### src/sv/dht_ram.sv
// generic single-write, single-read ram with registered read data
module dht_ram #(
    parameter int WIDTH = 8,
    parameter int DEPTH = 16
) (
    input  logic                     clk,
    input  logic                     we,
    input  logic [$clog2(DEPTH)-1:0] waddr,
    input  logic [WIDTH-1:0]         wdata,
    input  logic [$clog2(DEPTH)-1:0] raddr,
    output logic [WIDTH-1:0]         rdata
);

    logic [WIDTH-1:0] mem [DEPTH];

    always_ff @(posedge clk)
    begin
        if (we)
        begin
            mem[waddr] <= wdata;
        end
        rdata <= mem[raddr];
    end

endmodule

### config.mk
export PLATFORM = sky130hd
export DESIGN_NAME = dht_ram
export DESIGN_NICKNAME = d
export VERILOG_FILES = /design/src/sv/dht_ram.sv
export SDC_FILE = /design/constraint.sdc
export NUM_CORES = 1
export LEC_CHECK = 0
export BUFFER_PORTS_ARGS = -buffer_cell sky130_fd_sc_hd__buf_4
export CAP_MARGIN = 0
export CORE_ASPECT_RATIO = 1.5
export CORE_MARGIN = 5
export CORE_UTILIZATION = 48
export CTS_BUF_LIST = sky130_fd_sc_hd__clkbuf_4 sky130_fd_sc_hd__clkbuf_8
export CTS_CLUSTER_DIAMETER = 100
export CTS_CLUSTER_SIZE = 8
export DETAILED_ROUTE_END_ITERATION = 16
export GPL_ROUTABILITY_DRIVEN = 0
export PLACE_DENSITY_LB_ADDON = 0.15
export SETUP_SLACK_MARGIN = 0.2
export SLEW_MARGIN = 30
export SYNTH_ARGS = -nofsm -noshare
export SYNTH_HDL_FRONTEND = slang
export SYNTH_SLANG_ARGS = --single-unit
### constraint.sdc
create_clock -name clk -period 2.2 [get_ports clk]
set_clock_uncertainty 0.15 [all_clocks]
set_input_delay 0.22 -clock clk [delete_from_list [all_inputs] [get_ports clk]]
set_output_delay 0.22 -clock clk [all_outputs]
set_load 0.1 [all_outputs]
======== Word level (Yosys, flattened, before mapping) ========
Memories as Yosys holds them, arrays and structs flattened. A register that Yosys moved wholly into a read port is not among the register bits.
Cells that the tools add are included.
operators by class
  multiplexer cells ....................... 2
operator list
  cell              count
  1-bit 2-to-1 mux  2
storage, ports and cells
  flip-flop bits (word level) ............. 0
  bits in writable memories ............... 128
  input bits .............................. 18
  logic and storage cells ................. 3
  memories kept ........................... 1
memories
  name  words  bits a word  read ports  clocked after Yosys merged registers in  wr ports  line  source
  mem   16     8            1           1                                        1         14    logic [WIDTH-1:0] mem [DEPTH];

======== Longest topological paths before layout ========
  word-level depth ........................ 2
  gate-level depth with buffers ........... 5

======== Least setup slack after synthesis ========
Ideal clock, no wire load.
  kind .................................... in2reg
  from .................................... input port waddr[2]
  to ...................................... memory mem[0][0] (enable)
  arrival ................................. 1.330 ns
  data required time ...................... 1.667 ns
  path slack .............................. 0.337 ns
  stages on the path ...................... 2
  buffers on the path ..................... 0
  path through ............................ or3b_2 -> nor3_1
RTL lines
  what         line  source
  from (decl)  8     input logic [$clog2(DEPTH)-1:0] waddr,
  to (decl)    14
Straight into the memory's write port.

==> results.toml <==
[sta]
maxSlewHeadroom_pct = 59.9
fin_tns_setup_ns = 0
hold_violations = 0
fin_crit_ns = 1.47
rsz0062_at_grt = "no"
slew_viol_final = 0
fin_crit_sh_pct = 66.9
setup_viol = 0
whs_ns = 0.144
fmax_mhz = 679
worst_pin_slew_ns = 0.600
setup_ws_ns = 0.728

[floorplanning]
die_w_um = 94.6
dieArea_um2 = 12900
ios = 26
die_y_um = 137
start_util_pct = 48.9
core_um2 = 10500
num_rows = 46

[worst_setup_path]
reg2reg_slack_ns = 0.73
timing.rr.end = "rdata[3]"
reg2reg_depth = 3
crit_path_start = "mem[0][3]"
cp.required_ns = 2.37
critical_path_arrival_ns = 1.64
endpoint = "rdata[3]"
path_class = "reg2reg"
end_kind = "register"
path_max_fanout = 1
r2r_start = "mem[0][3]"
start_kind = "register"

[clock_network]
clock_sink_count = 136
htreeDepth = 4
cts_root_buf = "clkbuf_8"
worstSkewPairLatency_ns = 0.43
cts.clk_slew.worst_paths_ns = 0.07
cts_buffers = 17
cts_tree = "yes"
post_cts_resized = 0
cts_max_path_buffers = 2

[finish]
fin_cells = 448
nets = 309
drive_above_1_share_pct = 31.6
diodes = 0
syn_to_final_growth_pct = 18.1

[route]
ant_nets = 0
drt_iter0_drc = 170
vias = 2414
first_pass_iters = 4
drc = 0
viasPerCell = 5.39
wl_mm = 9.48
wl_per_cell_um = 21.1

[placement]
dp_hpwl_mm = 6.34
io_buffer_count = 25
place_ws_ns = 0.364
placedCellCount = 408

[global_route]
grt_use_met3_pct = 5.50
grt_max_degree = 33
grt_first_pass_wirelength_mm = 14.8
gr-total-overflow = 0
grt_antenna_before_repair = 0
globalRoute.busiestLayer = "met2"
grt_use_met1_pct = 19.8
grt_pass1_vias = 2595
grt_use_met2_pct = 27.9
track_usage_pct = 16.7

[pwr]
p_per_area_nw_per_um2 = 885
total_power_mw = 5.38
p_leak_nw = 2.07
vdd_drop_max_v = 0.000576

[synth]
yosysSeqAreaShare_pct = 77.8
netlist.area_leader.share_pct = 74.7
synth_area_leader_cell = "edfxtp_1"
synth_area_leaders = "edfxtp_1 (75%), mux4_2 (7.9%), mux4_1 (7.1%), dfxtp_1 (3.1%), a22oi_1 (2.3%)"
synthCells = 229
synth-seq-cells = 136
syn_area_per_cell_um2 = 22.5
syn-cell-area_um2 = 5150
synth.distinct_cells = 19
syn-num-nets = 247
yosysWarnings = 0

[worst_hold_path]
hold_path_class = "in2reg"

[job]
cap_violations = 0

[status]
status = "finished, final reports clean"
layout make-up:
class,count,area [um^2]
flip-flops and latches,136,4000
clock inverters,10,128
repair buffers,53,430
well taps,144,180
fillers,781,4460
multi-input cells,83,1060
clock buffers,22,278
Yosys cell counts:
library cell / count
a22oi_1: 16
and2_1: 1
and2b_1: 1
buf_2: 3
buf_4: 1
buf_6: 3
clkdlybuf4s25_2: 3
dfxtp_1: 8
edfxtp_1: 128
mux4_1: 14
mux4_2: 18
nand2_1: 9
nand2b_1: 2
nand3_1: 1
nand3b_1: 2
nor2_1: 13
nor2b_1: 1
nor3_1: 4
or3b_2: 1
per-stage QoR:
step           cell area, um^2  utilization [%]
4_1_cts                   6080             57.7
3_5_place_dp              5590             53.1
5_1_grt                   6080             57.7
3_3_place_gp              5590             53.1
2_1_floorplan             5150                -
6_report                  6080             57.7
power breakdown:
group          switching [mW]  internal (mW)
logic                   0.271          0.143
registers              0.0163           2.89
clock network           0.864           1.19
total                    1.15           4.23
logic make-up after synthesis:
logic type | count (synthesis) | synth area share [%]
flip-flops | 136 | 77.8
AO/OA/AOI/OAI | 16 | 2.33
AND/OR/NAND/NOR | 35 | 3.18
buffers and inverters | 10 | 1.68
multiplexers | 32 | 15.0
registers in the layout (all words and copies together), names as in the netlist:
signal,cells
rdata,8
mem,128
critical path, cell delays in order, from the launching register on:
cell and delay [ns]:
edfxtp_1 0.37, mux4_1 0.50, a22oi_1 0.26, nand2_1 0.08
layer usage:
metal	share of wire [%]	wire length, um	up-vias
met5	0	0	-
met4	2.2	212	0
met3	4.1	392	14
met2	55	5170	78
met1	39	3700	1229
li1	-	-	1093
worst min-delay path by stage:
stage	start	end	slack [ns]	cells after the start
floorplan	wdata[0]	mem[0][0]	0.17	0
global placement	wdata[1]	mem[7][1]	0.37	1
detailed placement	wdata[1]	mem[6][1]	0.38	1
CTS	waddr[0]	mem[4][1]	0.11	3
global route	waddr[0]	mem[4][1]	0.12	3
finish	waddr[0]	mem[4][1]	0.14	3
cell usage in the layout (no fill, tap or decap):
master | synthesis | final
bufinv_16 | 0 | 3
clkbuf_4 | 0 | 4
edfxtp_1 | 128 | 128
clkbuf_8 | 0 | 18
mux4_1 | 14 | 14
dlygate4sd3_1 | 0 | 8
buf_4 | 1 | 44
nor2_1 | 13 | 13
dfxtp_1 | 8 | 8
and2_1 | 1 | 1
or3b_2 | 1 | 1
a22oi_1 | 16 | 16
nand2b_1 | 2 | 2
clkinv_2 | 0 | 6
nand2_1 | 9 | 9
clkinvlp_4 | 0 | 1
mux4_2 | 18 | 18
and2b_1 | 1 | 1
nor2b_1 | 1 | 1
nand3_1 | 1 | 1
nand3b_1 | 2 | 2
buf_12 | 0 | 1
nor3_1 | 4 | 4
what timing repair did:
action,in CTS,in global routing
endpoints found under the hold margin,128,0
hold buffers,8,0
setup buffers,0,0
No activity file was read; power rests on OpenSTA's default activity.
