### config.mk
export PLATFORM = sky130hd
export DESIGN_NAME = dht_mod_unit
export DESIGN_NICKNAME = d
export VERILOG_FILES = /design/src/sv/dht_pkg.sv /design/src/sv/dht_mod_unit.sv
export SDC_FILE = /design/constraint.sdc
export NUM_CORES = 1
export LEC_CHECK = 0
export ABC_AREA = 1
export BUFFER_PORTS_ARGS = -buffer_cell sky130_fd_sc_hd__buf_2
export CORE_UTILIZATION = 31
export DETAILED_ROUTE_END_ITERATION = 8
export PLACE_DENSITY_LB_ADDON = 0.05
export SLEW_MARGIN = 20
export SYNTH_ARGS = -nofsm -noshare
export SYNTH_HDL_FRONTEND = slang
export SYNTH_SLANG_ARGS = --single-unit
### constraint.sdc
create_clock -name clk -period 1.7 [get_ports clk]
set_input_delay 0.085 -clock clk [delete_from_list [all_inputs] [get_ports clk]]
set_output_delay 0.085 -clock clk [all_outputs]
set_load 0.01 [all_outputs]
### src/sv/dht_pkg.sv
// shared constants, codes and types of the double hash table insert unit
package dht_pkg;

    // configuration register and field widths
    localparam int CFG_W      = 11;
    localparam int CFG_ADDR_W = 1;
    localparam int STATUS_W   = 2;
    localparam int SLOT_W     = 10;
    localparam int COUNT_W    = 11;
    localparam int OUT_TDATA_W = 24;

    // defaults for the top level parameters
    localparam int DEF_TABLE_DEPTH = 1024;
    localparam int DEF_KEY_BITS    = 31;

    // register values after reset
    localparam logic [CFG_W-1:0] RESET_SLOT_LIMIT = 11'd1021;
    localparam logic [CFG_W-1:0] RESET_STEP_PRIME = 11'd1019;

    // register indexes
    localparam logic [CFG_ADDR_W-1:0] REG_SLOT_LIMIT = 1'b0;
    localparam logic [CFG_ADDR_W-1:0] REG_STEP_PRIME = 1'b1;

    // result status codes
    typedef enum logic [STATUS_W-1:0] {
        STAT_INSERTED = 2'd0,
        STAT_FULL     = 2'd1,
        STAT_NO_SLOT  = 2'd2
    } status_t;

    // sequencer states
    typedef enum logic [2:0] {
        S_CLEAR,
        S_IDLE,
        S_MOD_POS,
        S_MOD_STEP,
        S_MOD_STRIDE,
        S_PROBE_RD,
        S_PROBE_CHK,
        S_DONE
    } state_t;

endpackage

### src/sv/dht_mod_unit.sv
// shared bit-serial remainder unit, one dividend bit per cycle
module dht_mod_unit
    import dht_pkg::*;
#(
    parameter int DVD_W = 31
) (
    input  logic             clk,
    input  logic             rst_n,
    input  logic             start,
    input  logic [DVD_W-1:0] dividend,
    input  logic [CFG_W-1:0] divisor,
    output logic             done,
    output logic [CFG_W-1:0] remainder
);

    localparam int CNT_W = $clog2(DVD_W + 1);

    logic [DVD_W-1:0] quo_reg;
    logic [CFG_W-1:0] rem_reg;
    logic [CFG_W-1:0] dvs_reg;
    logic [CNT_W-1:0] cnt_reg;
    logic             done_reg;

    logic [CFG_W:0]   trial;
    logic [CFG_W-1:0] rem_step;

    // restoring step: shift in next dividend bit, subtract when it fits
    always_comb
    begin
        trial = {rem_reg, quo_reg[DVD_W-1]};
        if (trial >= {1'b0, dvs_reg})
        begin
            rem_step = CFG_W'(trial - {1'b0, dvs_reg});
        end
        else
        begin
            rem_step = trial[CFG_W-1:0];
        end
    end

    always_ff @(posedge clk or negedge rst_n)
    begin
        if (!rst_n)
        begin
            cnt_reg  <= '0;
            done_reg <= 1'b0;
        end
        else
        begin
            done_reg <= (cnt_reg == CNT_W'(1)) && !start;
            if (start)
            begin
                cnt_reg <= CNT_W'(DVD_W);
            end
            else if (cnt_reg != '0)
            begin
                cnt_reg <= cnt_reg - CNT_W'(1);
            end
        end
    end

    always_ff @(posedge clk)
    begin
        if (start)
        begin
            quo_reg <= dividend;
            rem_reg <= '0;
            dvs_reg <= divisor;
        end
        else if (cnt_reg != '0)
        begin
            quo_reg <= {quo_reg[DVD_W-2:0], 1'b0};
            rem_reg <= rem_step;
        end
    end

    assign done      = done_reg;
    assign remainder = rem_reg;

    // remainder is reduced below the divisor once finished
    a_rem_below_divisor: assert property (@(posedge clk) disable iff (!rst_n)
        done_reg |-> (rem_reg < dvs_reg))
        else $error("remainder not below divisor");

    // a start on an idle unit loads the run counter with the dividend width
    a_done_after_run: assert property (@(posedge clk) disable iff (!rst_n)
        (start && cnt_reg == '0) |=> (cnt_reg == CNT_W'(DVD_W)))
        else $error("run length not loaded");

    a_no_done_while_running: assert property (@(posedge clk) disable iff (!rst_n)
        (cnt_reg > CNT_W'(1)) |=> !done_reg)
        else $error("done raised early");

endmodule

== Word-level counts from Yosys, hierarchy flattened ==
Index checks and enable logic that the tools add are counted.
Word-level totals
  register bits: 59
  input bits: 45
  output and inout port bits: 12
  word-level logic and storage cells: 18
Operators by class
  $add $sub $neg: 2
  order comparisons: 1
  equality and inequality tests: 1
  mux-type cells: 5
  reduce and logical (&&, ||, !) cells: 4
Operators with widths (count)
  $mux W31: 2
  $ge A12 B11 Y1: 1
  $mux W11: 1
  $sub A11 B11 Y11: 1
  $mux W5: 2
  $eq A5 B1 Y1 const B: 1
  $reduce_bool A5 Y1: 1
  $sub A5 B1 Y5 const B: 1
  $reduce_bool A2 Y1: 1
  $logic_and A1 B1 Y1: 1
  $logic_not A1 Y1: 1

== Depth between registers and ports, before layout ==
  word-level depth: 3
  mapped depth: 15
  gate-level depth less buffers: 14

== Worst setup path before layout ==
Ideal clock, no wire load.
  path kind: reg-to-reg
  start point: register cnt_reg[0]
  end point: register quo_reg[0] (enable)
  data arrival time: 1492 ps
  required time: 1311 ps
  slack: -181 ps
  cell stages (with the launch flop): 6
  path buffers: 0
  period minus slack after synthesis: 1881 ps
  path through: dfrtp_1 > inv_1 > ha_1 > nand3_4 > nor2_4 > inv_1
Between the ends
  longest elaborated chain between the ends: 2
Ends and longest elaborated chain
  start, declared: line dht_mod_unit.sv:21  | logic [CNT_W-1:0] cnt_reg;
  start signal, assigned: line dht_mod_unit.sv:53  | cnt_reg <= CNT_W'(DVD_W);
  start signal, assigned: line dht_mod_unit.sv:57  | cnt_reg <= cnt_reg - CNT_W'(1);
  $reduce_bool A5 Y1: line dht_mod_unit.sv:70  | else if (cnt_reg != '0)
  $reduce_bool A2 Y1 (no source line)
  end signal, assigned: line dht_mod_unit.sv:66  | quo_reg <= dividend;
  end signal, assigned: line dht_mod_unit.sv:72  | quo_reg <= {quo_reg[DVD_W-2:0], 1'b0};
  end, declared: line dht_mod_unit.sv:18  | logic [DVD_W-1:0] quo_reg;
Every way passes these cells.
A chain may end at the register's enable or synchronous reset.

== Worst setup path in the final report ==
  start point: register dvs_reg[0]
  end point: register rem_reg[5], in the netlist remainder[5]
Between the ends
  longest elaborated chain between the ends: 2
  elaborated cells between the ends (all ways): 3
Ends and longest elaborated chain
  start, declared: line dht_mod_unit.sv:20  | logic [CFG_W-1:0] dvs_reg;
  start signal, assigned: line dht_mod_unit.sv:68  | dvs_reg <= divisor;
  $sub A11 B11 Y11 or $ge A12 B11 Y1 (tied branches): line dht_mod_unit.sv:33, dht_mod_unit.sv:31
  $mux W11 *: line dht_mod_unit.sv:31  | if (trial >= {1'b0, dvs_reg})
  end signal, assigned: line dht_mod_unit.sv:73  | rem_reg <= rem_step;
  end, declared: line dht_mod_unit.sv:19  | logic [CFG_W-1:0] rem_reg;
Every way passes the cells marked *; elsewhere a longest branch is shown, timed or not.

==> run summary <==
The switching share of power was 0.361. The worst setup path is of the reg -> reg kind. For the portion of the post-synthesis area used by sequential elements, the log shows 0.498.

Counting every instance in the synthesized netlist gives 399. For this design the ratio of total power to cell area is 1360 mW/mm^2. The tools report the first-pass GRT wire length as 13.2 mm.

For this block, the routed nets add up to 7.61 mm of wire. Data arrives at the worst endpoint at 2040 ps. The number of flip-flops under the largest register name works out to 31. The path class of the tightest hold or removal check is in -> reg. The initial antenna violation count came out at 0.

The logs give -122 ps for the worst slack at placement and 2869 for the via count. For the share of power burned in the clock network, the log shows 0.240. During I/O placement, the number of pins put on the boundary was 57. The first detailed-routing pass ran for 4 iterations. The maximum clock rate was 553 MHz. Yosys mapped a number of flops with a built-in enable equal to 42. The maximum root-to-sink buffer count is 2, and the number of unique standard cell types used by synthesis is 31. Setup violations remaining at the end of the flow were counted as 11. For the cell area after synthesis, the log shows 0.00328 mm^2.

The net count of the finished layout is 572. Post-CTS clock slew at the launch and capture registers of the worst setup and hold paths: 80 ps. Synthesis inferred 59 register bits. When the netlist entered floorplanning its net count stood at 459. The synthesis-to-finish area growth was 36.2%; the cell internal power dissipation was 3.89 mW. Across the VDD grid, the largest voltage drop is 0.000431 V.

TritonCTS built the clock tree. The worst setup path is launched from a flop. After the first detailed-routing iteration, the DRC count stood at 98.

Die outline height: 105 um. The region available for standard cell placement spans 0.0103 mm^2. Across the run, the number of max-cap violations was 0. Worst path setup slack after routing: -109 ps. Number of max-slew violations in the final report: 0. The CTS sink count is 59. The clock tree skew after final layout was 13.4 ps. Subtracting the final worst setup slack from the clock period gives 1810 ps.

Yosys printed 0 warnings. The combined global-route utilization of all metal layers is 0.155. The aggregate global routing overflow came out at 0. The checks that failed: negative setup slack.

The maximum fanout encountered on the critical timing path came out at 6. Cell row count: 37. The number of I/O port buffers is 56. The prevailing post-synth register cell was edfxtp_1.

The async set-or-reset flop fraction in the synthesized netlist is 0.102, and the switching power summed over all nets is 2.20 mW. Dividing the detail-routed via count by the number of cells gives 4.39. In this run the number of H-tree levels came out at 3. Summed over all nets, the half-perimeter wirelength after detailed placement is 5.57 mm.

The logs give 2856 for the via count of the first global-routing pass and 0 for the antenna diode count. For this design the static power due to leakage is 2.29 nW. The run gives 0 as the DRC violations left.

The run finished, with violations left. After detailed routing, the average wire length per cell comes to 11.6 um. At the pin with the least slew margin, the transition time is 293 ps. The logs give 0.805 for the worst slew slack as a fraction of its limit and 0.826 for the final weighted congestion in routability-driven placement.

Dividing the synthesized area by the synthesized cell count gives 8.21 um^2. Setup repair after global routing could not meet its margin everywhere. For the setup TNS after final layout, the log shows -1010 ps.

Entering global routing, the biggest net connects 31 pins. For the worst setup path, the data required time is 1930 ps. The run gives 0.319 as the initial core utilization. The die is 105 um wide. The count of final hold-check violations was 0; the final worst-path cycle share was 1.06.

Counting the buffers created by CTS gives 9. The logs give 0.453 for the relative contribution of combinational cells to total power and 0 for the post-route antenna net violation count. The tools report the utilization after layout as 0.434.

Proportion of layout cells with a drive suffix above 1: 0.288. The cell chosen for the clock root is clkbuf_8. The die covers 0.0110 mm^2. The critical path capture point type is a flop. The clock latency at the later pin of the worst-skew pair was 350 ps. The run gives 0.307 as the relative contribution of sequential cells to total power. Number of filler instances in the final layout: 1093.
## worst paths after layout
check | depth (start not counted) | endpoint | start | slack (ps)
setup / recovery | 13 | remainder[5]$_SDFFE_PP0P_ | dvs_reg[0]$_DFFE_PP_ | -110
hold / removal | 3 | quo_reg[16]$_DFFE_PP_ | dividend[16] | 10
setup reg to reg | 13 | remainder[5]$_SDFFE_PP0P_ | dvs_reg[0]$_DFFE_PP_ | -110
hold reg to reg | 2 | remainder[10]$_SDFFE_PP0P_ | remainder[10]$_SDFFE_PP0P_ | 480
max in group asynchronous | 2 | cnt_reg[1]$_DFFE_PN0P_ | rst_n | 1450
min in group asynchronous | 2 | cnt_reg[3]$_DFFE_PN0P_ | rst_n | 90
## cell usage after synthesis, types with 2 or more instances
library cell | number | area share
a21oi_1 | 5 | 0.0076
a31oi_1 | 2 | 0.0038
buf_2 | 3 | 0.0046
buf_6 | 4 | 0.014
clkbuf_1 | 5 | 0.0057
dfrtp_1 | 6 | 0.046
dfxtp_1 | 11 | 0.067
edfxtp_1 | 42 | 0.38
ha_1 | 14 | 0.053
inv_1 | 59 | 0.068
inv_2 | 4 | 0.0046
nand2_1 | 166 | 0.19
nand2_2 | 6 | 0.011
nand3_1 | 22 | 0.034
nand3_2 | 7 | 0.021
nand4_1 | 14 | 0.027
nor2_1 | 8 | 0.0092
o21ai_0 | 3 | 0.0046
o21ai_1 | 4 | 0.0061
xor2_1 | 3 | 0.0080
## metal layers
metal  track usage  part of all wire  up-vias
met5             0                 0        -
met4        0.0704             0.019        0
met3        0.0299             0.028       12
met1         0.199              0.48     1313
met2         0.251              0.47       52
li1              -                 -     1492
## through the flow
stage	area [um^2]	std cells	power (mW)	hold slack, ps
finish	4460	653	6.09	12.3
global route	4460	653	6.57	8.61
CTS	4450	653	6.10	0.482
detailed placement	3950	613	4.43	-76.7
global placement	3950	613	4.45	-78.7
floorplan	3300	399	3.54	-211
## power groups by stage
| stage | logic, mW | registers, mW | clock network, mW |
|---|---|---|---|
| 6_report | 2.75 | 1.87 | 1.46 |
| 3_5_place_dp | 2.53 | 1.90 | 0 |
| 2_1_floorplan | 1.58 | 1.96 | 0 |
| 5_1_grt | 3.11 | 1.90 | 1.57 |
| 4_1_cts | 2.72 | 1.87 | 1.51 |
| 3_3_place_gp | 2.55 | 1.90 | 0 |
## logic make-up after synthesis
| group | share of synthesized area |
|---|---|
| AND/OR/NAND/NOR | 0.309 |
| flip-flops | 0.498 |
| AO/OA/AOI/OAI | 0.0271 |
| adder cells (fa/ha/maj) | 0.0596 |
| XOR/XNOR | 0.00802 |
| buffers and inverters | 0.0985 |
## layout by cell type (no fill, tap or decap), types with 2 or more instances in the layout
cell	instances
nand2_1	162
buf_2	56
inv_1	54
edfxtp_1	42
buf_4	34
dlygate4sd3_1	20
nand3_1	17
nand4_1	14
nand3_2	12
ha_1	12
dfxtp_1	11
clkbuf_8	10
nand2_2	9
inv_2	8
nor2_1	8
dfrtp_1	6
a21oi_1	5
o21ai_1	5
clkinvlp_4	3
xor2_1	3
buf_6	3
o21ai_0	2
a31oi_1	2
bufinv_16	2
buf_12	2
## area by class of cell
cell class              instances  area [um^2]  area share
flip-flops and latches         59         1630       0.366
clock buffers                  10          138      0.0308
inverters                      64          244      0.0547
repair buffers                115          810       0.181
multi-input cells             263         1380       0.309
clock inverters                 6         88.8      0.0199
well taps                     136          170      0.0381
## worst max-delay path, cell delays in order, from the launching register on
cell      delay [ps]
edfxtp_1         380
ha_2             200
fa_2             350
inv_2             80
nand2_2           50
nand2_2           70
nand2_2           60
nand2_2           60
nand2_2           60
nand3_2           80
buf_6            140
nand3_2           70
nand3_2           60
nand2_1           50
## repair_timing
action                                  in CTS  in global routing
endpoints found under the hold margin       25                  0
hold buffers                                20                  0
endpoints found under the setup margin      11                 11
pin swaps                                    0                  1
resized for setup                           10                  5
buffers inserted                             4                  0
Power figures use the tool's default switching activity.
